===== config.mk =====
export PLATFORM = sky130hd
export DESIGN_NAME = key_event_to_midi_note
export DESIGN_NICKNAME = d
export VERILOG_FILES = /design/src/hdl/kenm_pkg.sv /design/src/hdl/kenm_front.sv /design/src/hdl/kenm_queue.sv /design/src/hdl/kenm_back.sv /design/src/hdl/key_event_to_midi_note.sv
export VERILOG_INCLUDE_DIRS = /design/src /design/src/hdl
export SDC_FILE = /design/constraint.sdc
export NUM_CORES = 1
export LEC_CHECK = 0
export BUFFER_PORTS_ARGS = -buffer_cell sky130_fd_sc_hd__buf_2
export CAP_MARGIN = 20
export CORE_ASPECT_RATIO = 0.75
export CORE_UTILIZATION = 56
export DETAILED_ROUTE_END_ITERATION = 8
export PLACE_DENSITY = 0.75
export SETUP_SLACK_MARGIN = 0.3
export SLEW_MARGIN = 15
export SYNTH_ARGS = -nofsm -noshare
export SYNTH_HDL_FRONTEND = slang
export SYNTH_SLANG_ARGS = --single-unit

===== constraint.sdc =====
create_clock -name clock -period 4.9 [get_ports clock]
set_clock_uncertainty 0.1 [all_clocks]
set_input_delay 0.245 -clock clock [delete_from_list [all_inputs] [get_ports clock]]
set_output_delay 0.245 -clock clock [all_outputs]
set_load 0.01 [all_outputs]

===== src/hdl/key_event_to_midi_note_macros.svh =====
// Assertion macros shared by the key event to MIDI note block.
`ifndef KEY_EVENT_TO_MIDI_NOTE_MACROS_SVH
`define KEY_EVENT_TO_MIDI_NOTE_MACROS_SVH
`ifndef SYNTH
// Same-cycle implication, disabled during reset.
`define KENM_ASSERT_NOW(label, clk, rst, ante, cons) \
   label: assert property (@(posedge clk) disable iff (rst) (ante) |-> (cons)) \
      else $error("kenm: same-cycle check failed");
// Next-cycle implication, disabled during reset.
`define KENM_ASSERT_NEXT(label, clk, rst, ante, cons) \
   label: assert property (@(posedge clk) disable iff (rst) (ante) |=> (cons)) \
      else $error("kenm: next-cycle check failed");
`else
`define KENM_ASSERT_NOW(label, clk, rst, ante, cons)
`define KENM_ASSERT_NEXT(label, clk, rst, ante, cons)
`endif
`endif


===== src/hdl/kenm_pkg.sv =====
// Shared constants, key table and types for the key event to MIDI note block.
package kenm_pkg;

   localparam int NUM_KEYS  = 24;
   localparam int KEY_IDX_W = (NUM_KEYS > 1) ? $clog2(NUM_KEYS) : 1;

   localparam logic [15:0] KEY_BRACKET_LEFT  = 16'h005b;
   localparam logic [15:0] KEY_BRACKET_RIGHT = 16'h005d;
   localparam logic [15:0] KEY_ESCAPE        = 16'hff1b;

   // keysym for semitones 0..23: z s x d c v g b h n j m, q 2 w 3 e r 5 t 6 y 7 u
   localparam logic [15:0] KEY_CODES [24] = '{
      16'h007a, 16'h0073, 16'h0078, 16'h0064, 16'h0063, 16'h0076,
      16'h0067, 16'h0062, 16'h0068, 16'h006e, 16'h006a, 16'h006d,
      16'h0071, 16'h0032, 16'h0077, 16'h0033, 16'h0065, 16'h0072,
      16'h0035, 16'h0074, 16'h0036, 16'h0079, 16'h0037, 16'h0075
   };

   localparam logic signed [4:0] SHIFT_MAX = 5'sd11;
   localparam logic signed [4:0] SHIFT_MIN = -5'sd11;
   localparam logic [6:0]        NOTE_MAX  = 7'd127;
   localparam logic [6:0]        BASE_NOTE_RESET = 7'd60;
   localparam int                SUM_W     = 10;

   // command kinds produced by the front end
   localparam logic [2:0] KIND_NONE    = 3'd0;
   localparam logic [2:0] KIND_OCT_DN  = 3'd1;
   localparam logic [2:0] KIND_OCT_UP  = 3'd2;
   localparam logic [2:0] KIND_ALL_OFF = 3'd3;
   localparam logic [2:0] KIND_KEY     = 3'd4;

   // result actions
   localparam logic [1:0] ACT_NONE    = 2'd0;
   localparam logic [1:0] ACT_ON      = 2'd1;
   localparam logic [1:0] ACT_OFF     = 2'd2;
   localparam logic [1:0] ACT_ALL_OFF = 2'd3;

   localparam int QDEPTH = 2;
   localparam int QPTR_W = 1;
   localparam int QCNT_W = 2;

   typedef struct packed {
      logic [2:0]           kind;
      logic [KEY_IDX_W-1:0] key;
      logic                 press;
   } cmd_type;

   typedef struct packed {
      logic              full;
      logic [QCNT_W-1:0] count;
   } qstat_type;

endpackage


===== src/hdl/kenm_front.sv =====
// Front end: accept key events and classify them into commands.
module kenm_front
   import kenm_pkg::*;
(
   input  logic        reset,
   input  logic        req_tvalid,
   output logic        req_tready,
   input  logic [15:0] req_tdata,   // [15:0] key_code
   input  logic [0:0]  req_tuser,   // [0] is_press
   input  qstat_type   qstat,
   output logic        push_valid,
   output cmd_type     push_data
);

   logic                 hit;
   logic [KEY_IDX_W-1:0] hit_idx;
   logic                 press;

   assign press      = req_tuser[0];
   assign req_tready = !qstat.full && !reset;
   assign push_valid = req_tvalid && req_tready;

   // codes in the table are unique, so at most one compare matches
   always_comb begin
      hit     = 1'b0;
      hit_idx = '0;
      for (int i = 0; i < NUM_KEYS; i++) begin
         if (req_tdata == KEY_CODES[i]) begin
            hit     = 1'b1;
            hit_idx = KEY_IDX_W'(i);
         end
      end
   end

   always_comb begin
      push_data.key   = hit_idx;
      push_data.press = press;
      if (press && req_tdata == KEY_BRACKET_LEFT) begin
         push_data.kind = KIND_OCT_DN;
      end else if (press && req_tdata == KEY_BRACKET_RIGHT) begin
         push_data.kind = KIND_OCT_UP;
      end else if (press && req_tdata == KEY_ESCAPE) begin
         push_data.kind = KIND_ALL_OFF;
      end else if (hit) begin
         push_data.kind = KIND_KEY;
      end else begin
         push_data.kind = KIND_NONE;
      end
   end

endmodule


===== src/hdl/kenm_queue.sv =====
// Two-entry command queue between front end and back end.
module kenm_queue
   import kenm_pkg::*;
(
   input  logic      clock,
   input  logic      reset,
   input  logic      push_valid,
   input  cmd_type   push_data,
   output logic      pop_valid,
   input  logic      pop_ready,
   output cmd_type   pop_data,
   output qstat_type qstat
);

   cmd_type             slot_ff [QDEPTH];
   logic [QPTR_W-1:0]   wr_ptr_ff, wr_ptr_in;
   logic [QPTR_W-1:0]   rd_ptr_ff, rd_ptr_in;
   logic [QCNT_W-1:0]   count_ff,  count_in;
   logic                pop_fire;

   assign pop_valid = (count_ff != '0);
   assign pop_fire  = pop_valid && pop_ready;
   assign pop_data  = slot_ff[rd_ptr_ff];

   assign qstat.count = count_ff;
   assign qstat.full  = (count_ff == QCNT_W'(QDEPTH));

   always_comb begin
      wr_ptr_in = push_valid ? wr_ptr_ff + 1'b1 : wr_ptr_ff;
      rd_ptr_in = pop_fire   ? rd_ptr_ff + 1'b1 : rd_ptr_ff;
      case ({push_valid, pop_fire})
         2'b10:   count_in = count_ff + 1'b1;
         2'b01:   count_in = count_ff - 1'b1;
         default: count_in = count_ff;
      endcase
   end

   always_ff @(posedge clock) begin
      if (reset) begin
         wr_ptr_ff <= '0;
         rd_ptr_ff <= '0;
         count_ff  <= '0;
      end else begin
         wr_ptr_ff <= wr_ptr_in;
         rd_ptr_ff <= rd_ptr_in;
         count_ff  <= count_in;
      end
   end

   always_ff @(posedge clock) begin
      if (push_valid) begin
         slot_ff[wr_ptr_ff] <= push_data;
      end
   end

endmodule


===== src/hdl/kenm_back.sv =====
// Back end: octave shift, per-key held flags and notes, and the result register.
module kenm_back
   import kenm_pkg::*;
(
   input  logic        clock,
   input  logic        reset,
   input  logic        csr_valid,
   input  logic [6:0]  csr_data,
   input  logic        pop_valid,
   output logic        pop_ready,
   input  cmd_type     pop_data,
   output logic        rsp_valid,
   input  logic        rsp_ready,
   output logic [1:0]  rsp_action,
   output logic [6:0]  rsp_note
);

   logic [6:0]           base_note_ff, base_note_in;
   logic signed [4:0]    shift_ff, shift_in;
   logic [NUM_KEYS-1:0]  held_ff, held_in;
   logic [6:0]           key_note_ff [NUM_KEYS];
   logic                 note_we;
   logic                 rsp_valid_ff, rsp_valid_in;
   logic [1:0]           rsp_action_ff, rsp_action_in;
   logic [6:0]           rsp_note_ff, rsp_note_in;
   logic                 pop_fire;

   logic signed [SUM_W-1:0] shift_ext, shift12, sum;
   logic [6:0]              clamped;
   logic                    key_held;

   assign pop_ready = !rsp_valid_ff || rsp_ready;
   assign pop_fire  = pop_valid && pop_ready;

   assign rsp_valid  = rsp_valid_ff;
   assign rsp_action = rsp_action_ff;
   assign rsp_note   = rsp_note_ff;

   assign base_note_in = csr_valid ? csr_data : base_note_ff;

   // base + 12 * shift + semitone, then clamp to the note range
   always_comb begin
      shift_ext = {{(SUM_W-5){shift_ff[4]}}, shift_ff};
      shift12   = (shift_ext <<< 3) + (shift_ext <<< 2);
      sum       = $signed({{(SUM_W-7){1'b0}}, base_note_ff}) + shift12
                + $signed({{(SUM_W-KEY_IDX_W){1'b0}}, pop_data.key});
      if (sum < 0) begin
         clamped = '0;
      end else if (sum > $signed({{(SUM_W-7){1'b0}}, NOTE_MAX})) begin
         clamped = NOTE_MAX;
      end else begin
         clamped = sum[6:0];
      end
   end

   assign key_held = held_ff[pop_data.key];

   always_comb begin
      shift_in      = shift_ff;
      held_in       = held_ff;
      note_we       = 1'b0;
      rsp_action_in = rsp_action_ff;
      rsp_note_in   = rsp_note_ff;
      rsp_valid_in  = rsp_ready ? 1'b0 : rsp_valid_ff;
      if (pop_fire) begin
         rsp_valid_in  = 1'b1;
         rsp_action_in = ACT_NONE;
         rsp_note_in   = '0;
         case (pop_data.kind)
            KIND_OCT_DN: begin
               if (shift_ff > SHIFT_MIN) shift_in = shift_ff - 5'sd1;
            end
            KIND_OCT_UP: begin
               if (shift_ff < SHIFT_MAX) shift_in = shift_ff + 5'sd1;
            end
            KIND_ALL_OFF: begin
               held_in       = '0;
               rsp_action_in = ACT_ALL_OFF;
            end
            KIND_KEY: begin
               if (pop_data.press && !key_held) begin
                  held_in[pop_data.key] = 1'b1;
                  note_we               = 1'b1;
                  rsp_action_in         = ACT_ON;
                  rsp_note_in           = clamped;
               end else if (!pop_data.press && key_held) begin
                  held_in[pop_data.key] = 1'b0;
                  rsp_action_in         = ACT_OFF;
                  rsp_note_in           = key_note_ff[pop_data.key];
               end
            end
            default: begin
               rsp_action_in = ACT_NONE;
            end
         endcase
      end
   end

   always_ff @(posedge clock) begin
      if (reset) begin
         base_note_ff <= BASE_NOTE_RESET;
         shift_ff     <= '0;
         held_ff      <= '0;
         rsp_valid_ff <= 1'b0;
      end else begin
         base_note_ff <= base_note_in;
         shift_ff     <= shift_in;
         held_ff      <= held_in;
         rsp_valid_ff <= rsp_valid_in;
      end
   end

   always_ff @(posedge clock) begin
      rsp_action_ff <= rsp_action_in;
      rsp_note_ff   <= rsp_note_in;
      if (note_we) begin
         key_note_ff[pop_data.key] <= clamped;
      end
   end

endmodule


===== src/hdl/key_event_to_midi_note.sv =====
// Key event to MIDI note mapper, top level.
// Path: an accepted event is queued, then its result is registered in the back end.
// Throughput: one key event per cycle while rsp is ready, set by the single back-end update
//   of octave and held flags; while rsp is stalled, the two-entry queue accepts until full.
// Reset (synchronous, active high): queue empty, no result pending, octave shift zero,
//   all held flags cleared, base note 60. Stored notes keep their contents.
module key_event_to_midi_note
   import kenm_pkg::*;
(
   input  logic        clock,
   input  logic        reset,
   // key event channel
   input  logic        req_tvalid,
   output logic        req_tready,
   input  logic [15:0] req_tdata,   // [15:0] key_code
   input  logic [0:0]  req_tuser,   // [0] is_press
   // result channel
   output logic        rsp_tvalid,
   input  logic        rsp_tready,
   output logic [7:0]  rsp_tdata,   // [6:0] note, [7] zero
   output logic [1:0]  rsp_tuser,   // [1:0] action
   // base note register write
   input  logic        csr_valid,
   output logic        csr_ready,
   input  logic [6:0]  csr_data     // [6:0] base_note
);

`include "key_event_to_midi_note_macros.svh"

   cmd_type   push_data;
   cmd_type   pop_data;
   qstat_type qstat;
   logic      push_valid;
   logic      pop_valid;
   logic      pop_ready;
   logic      pop_fire;
   logic      q_grow;
   logic      csr_fire;
   logic [6:0] note;

   // the register is always ready; writes must come only while the block is idle (not enforced)
   assign csr_ready = 1'b1;
   assign csr_fire  = csr_valid && csr_ready;

   // classify each transfer into a command
   kenm_front u_front (
      .reset      (reset),
      .req_tvalid (req_tvalid),
      .req_tready (req_tready),
      .req_tdata  (req_tdata),
      .req_tuser  (req_tuser),
      .qstat      (qstat),
      .push_valid (push_valid),
      .push_data  (push_data)
   );

   // decouple front and back
   kenm_queue u_queue (
      .clock      (clock),
      .reset      (reset),
      .push_valid (push_valid),
      .push_data  (push_data),
      .pop_valid  (pop_valid),
      .pop_ready  (pop_ready),
      .pop_data   (pop_data),
      .qstat      (qstat)
   );

   // apply commands to the key state and hold the result until rsp takes it
   kenm_back u_back (
      .clock      (clock),
      .reset      (reset),
      .csr_valid  (csr_fire),
      .csr_data   (csr_data),
      .pop_valid  (pop_valid),
      .pop_ready  (pop_ready),
      .pop_data   (pop_data),
      .rsp_valid  (rsp_tvalid),
      .rsp_ready  (rsp_tready),
      .rsp_action (rsp_tuser),
      .rsp_note   (note)
   );

   assign rsp_tdata = {1'b0, note};
   assign pop_fire  = pop_valid && pop_ready;
   assign q_grow    = push_valid && !pop_fire;

   // a command leaves the queue only when the result register can take it
   `KENM_ASSERT_NOW(a_pop_needs_room, clock, reset, pop_fire, !rsp_tvalid || rsp_tready)
   // an accepted transfer is visible to the back end on the next cycle
   `KENM_ASSERT_NEXT(a_push_lands, clock, reset, req_tvalid && req_tready, pop_valid)
   // queue fill tracks pushes without pops
   `KENM_ASSERT_NEXT(a_count_up, clock, reset, q_grow, qstat.count == $past(qstat.count) + 2'd1)
   // a popped command always yields a result next cycle
   `KENM_ASSERT_NEXT(a_pop_gives_rsp, clock, reset, pop_fire, rsp_tvalid)

endmodule


==> results.toml <==
[route]
drc_errors = 0
first_pass_iters = 6
vias = 8642
avgViaCountPerCell = 6.20
detail_route.iter0.violations = 1169
ant_nets = 0
drt-total-wl_um = 28400
wl_per_cell_um = 20.4

[global_routing]
use_met2_pct = 40.9
grt_most_used_layer = "met1"
grt_pass1_vias = 7994
grt_pass1_wl_um = 44800
antenna_found_initial = 1
grt_usage_pct = 27.3
met1_usage_pct = 41.2
grt_max_degree = 81
overflow = 0
use_met3_pct = 5.12

[pwr]
swShare_pct = 35.2
p_comb_share_pct = 34.0
p_sw_mw = 2.50
clkPwrFrac_pct = 23.3
irDropWorstVdd_mv = 0.328
leakagePower_nw = 4.65
seqPwrFrac_pct = 42.7
internal-power_mw = 4.61
power_density_nw_per_um2 = 554

[synthesis]
synthesis.area_per_instance_sq_um = 10.7
ys_ff_latch = 237
seq_area_frac_synth_pct = 58.3
ys_types = 73
muxShareOfSynthArea_pct = 2.79
synth-compound-area-share_pct = 12.1
syn_area_sq_um = 11500
syn_nets = 1134
ys.flop_type = "edfxtp_1"
synth-async-reset-ratio_pct = 0
yosys-top-cells-area = "edfxtp_1, dfxtp_1, nand2_1, nand3_1, nor2_1"
synth-adder-area-share_pct = 3.88
yosys.area.top_type_share_pct = 51.0
yosysMostFrequentCell = "nand2_1"
syn_inst = 1073
synthSimpleGateAreaFrac_pct = 18.0
yosys.area.top_type = "edfxtp_1"
synth-edff-count = 195
yosys.area_share.xor_xnor_pct = 1.14
synth_top_family_by_area = "simple AND/OR/NAND/NOR gates"
ys_top_cells_by_count = "nand2_1, edfxtp_1, nor2_1"
yosys_warnings = 0

[floorplan]
die_y_um = 126
fp.coreArea_sq_um = 19700
die_area_sq_um = 21100
initial_core_util_pct = 58.3
die_w_um = 167
io_pins = 42
rows = 44

[clock_network]
clk_pin_slew_ns = 0.06
cts_tree = "done"
cts_buffer_depth = 3
cts_buffers = 23
htreeDepth = 1
cts.sinks = 237
cts_root_buf = "clkbuf_16"
clock_latency_ns = 0.52

[critical_path]
arrival_ns = 4.45
cp-start-kind = "flip-flop"
crit_fanout = 24
cpPeakStageDelay_ns = 0.55
crit_slowest_cell = "dfxtp_1"
crit_chain = "ha_1 > inv_1 > fa_1 > fa_1 > inv_1 > ha_1 > o21ai_0 > a21boi_0 > o21a_1 > a2111oi_0 > a311oi_2 > buf_4 > nor2_1 > nor2_1 > buf_4"
critPathKind = "reg2reg"
end_kind = "flip-flop"
required_ns = 5.03

[sta]
setup_ws_ns = 0.584
period_needed_ns = 4.32
clock.fmax_ghz = 0.232
rsz0062_at_grt = "false"
relSlewSlack_pct = 38.5
finalSetupTns_ns = 0
final_max_slew_viol_count = 0
setup_violations = 0
finalCritPeriodShare_pct = 88.1
finalHoldViolations = 0
tightest_slew_ns = 0.923

[final_layout]
diodes = 0
syn_to_final_growth_pct = 11.7
drive_above_1_share_pct = 12.8
num-nets-final = 1185
fin_area_sq_um = 12800

[placement]
port_buffers = 39
place_area_sq_um = 12000
dp_slack_ns = 0.307
hpwlAfterDp_um = 18600
finalWeightedCongestion = 0.916

[run_status]
status = "complete, no violations"

[job]
maxCapViolations = 0

[min_path]
min_path_type = "in2reg"
[layout by cell type (no fill, tap or decap), types with 28 or more instances in the layout]
master | Yosys | routed
buf_4 | 4 | 39
o21ai_0 | 29 | 29
nand3_1 | 75 | 75
nand2_1 | 198 | 198
dfxtp_1 | 42 | 42
a21oi_1 | 48 | 48
inv_1 | 33 | 33
buf_2 | 5 | 42
edfxtp_1 | 195 | 195
nor3_1 | 29 | 28
nor2_1 | 97 | 97
[final timing paths]
check                           from                  endpoint  slack, ns  cells past startpoint
hold reg to reg   u_back.held_ff[16]        u_back.held_ff[16]       0.37                      2
setup reg to reg  u_back.shift_ff[0]  u_back.key_note_ff[0][1]       0.58                     15
setup / recovery  u_back.shift_ff[0]  u_back.key_note_ff[0][1]       0.58                     15
hold / removal             csr_valid    u_back.base_note_ff[4]       0.02                      3
[per-layer routing]
layer  part of all wire (%)  wire length [um]
met3                     10              2930
met4                    2.1               589
met5                  0.039                11
met2                     43             12300
met1                     44             12600
[per-stage QoR]
stage | hold WS, ns | std cells | utilization, % | power, mW
after global placement | 0.350 | 1337 | 60.8 | 5.33
after detailed placement | 0.355 | 1341 | 61.0 | 5.41
after global routing | 0.0347 | 1394 | 65.1 | 7.45
final | 0.0196 | 1394 | 65.1 | 7.11
after CTS | 0.00422 | 1392 | 65.0 | 7.07
after floorplan | 0.244 | 1073 | - | 4.55
[state kept, by name (all words and copies together), names as in the netlist, named ones only]
name / cells
u_back.key_note_ff: 168
u_queue.slot_ff: 18
u_back.shift_ff: 5
u_back.rsp_valid: 1
u_back.rsp_note: 7
u_back.rsp_action: 2
u_queue.rd_ptr_ff: 1
u_back.base_note_ff: 7
u_queue.count_ff: 2
u_queue.wr_ptr_ff: 1
u_back.held_ff: 24
[area by class of cell]
cell class                 instances  area, sq um
timing repair buffer              91          604
inverter                          37          139
clock buffer                      32          619
clock inverter                    10         77.6
sequential                       237         6700
fill                            1521         6880
multi-input combinational        734         4380
tap                              253          317
[cells by family after synthesis]
group           count (synthesis)
xor+xnor                       15
compound gates                196
fa+ha+maj                      32
other cells                     2
mux                            26
buf+inv                       102
flops                         237
simple gates                  463
[power by group through the flow]
stage | Sequential, mW | Combinational (mW) | Clock, mW
floorplan | 3.10 | 1.46 | 0
global placement | 3.07 | 2.26 | 0
detailed placement | 3.07 | 2.33 | 0
CTS | 3.03 | 2.36 | 1.68
global route | 3.04 | 2.65 | 1.76
finish | 3.03 | 2.42 | 1.66
[worst max-delay path: cells and delay by family, from the launching register on]
family,cells,cell delay (ns)
DFF,1,0.55
adders and majority gates,4,1.54
AOI/OAI and AO/OA,5,1.09
and+or+nand+nor,2,0.25
buffers and inverters,4,0.49
[timing repair]
item,4_1_cts,5_1_grt
buffers inserted,0,1
resized for setup,1,0
hold buffers,9,0
endpoints found under the hold margin,10,0
pin swaps,0,1
setup endpoints to repair,70,160
Note: power is estimated with default switching activity, not from simulation.
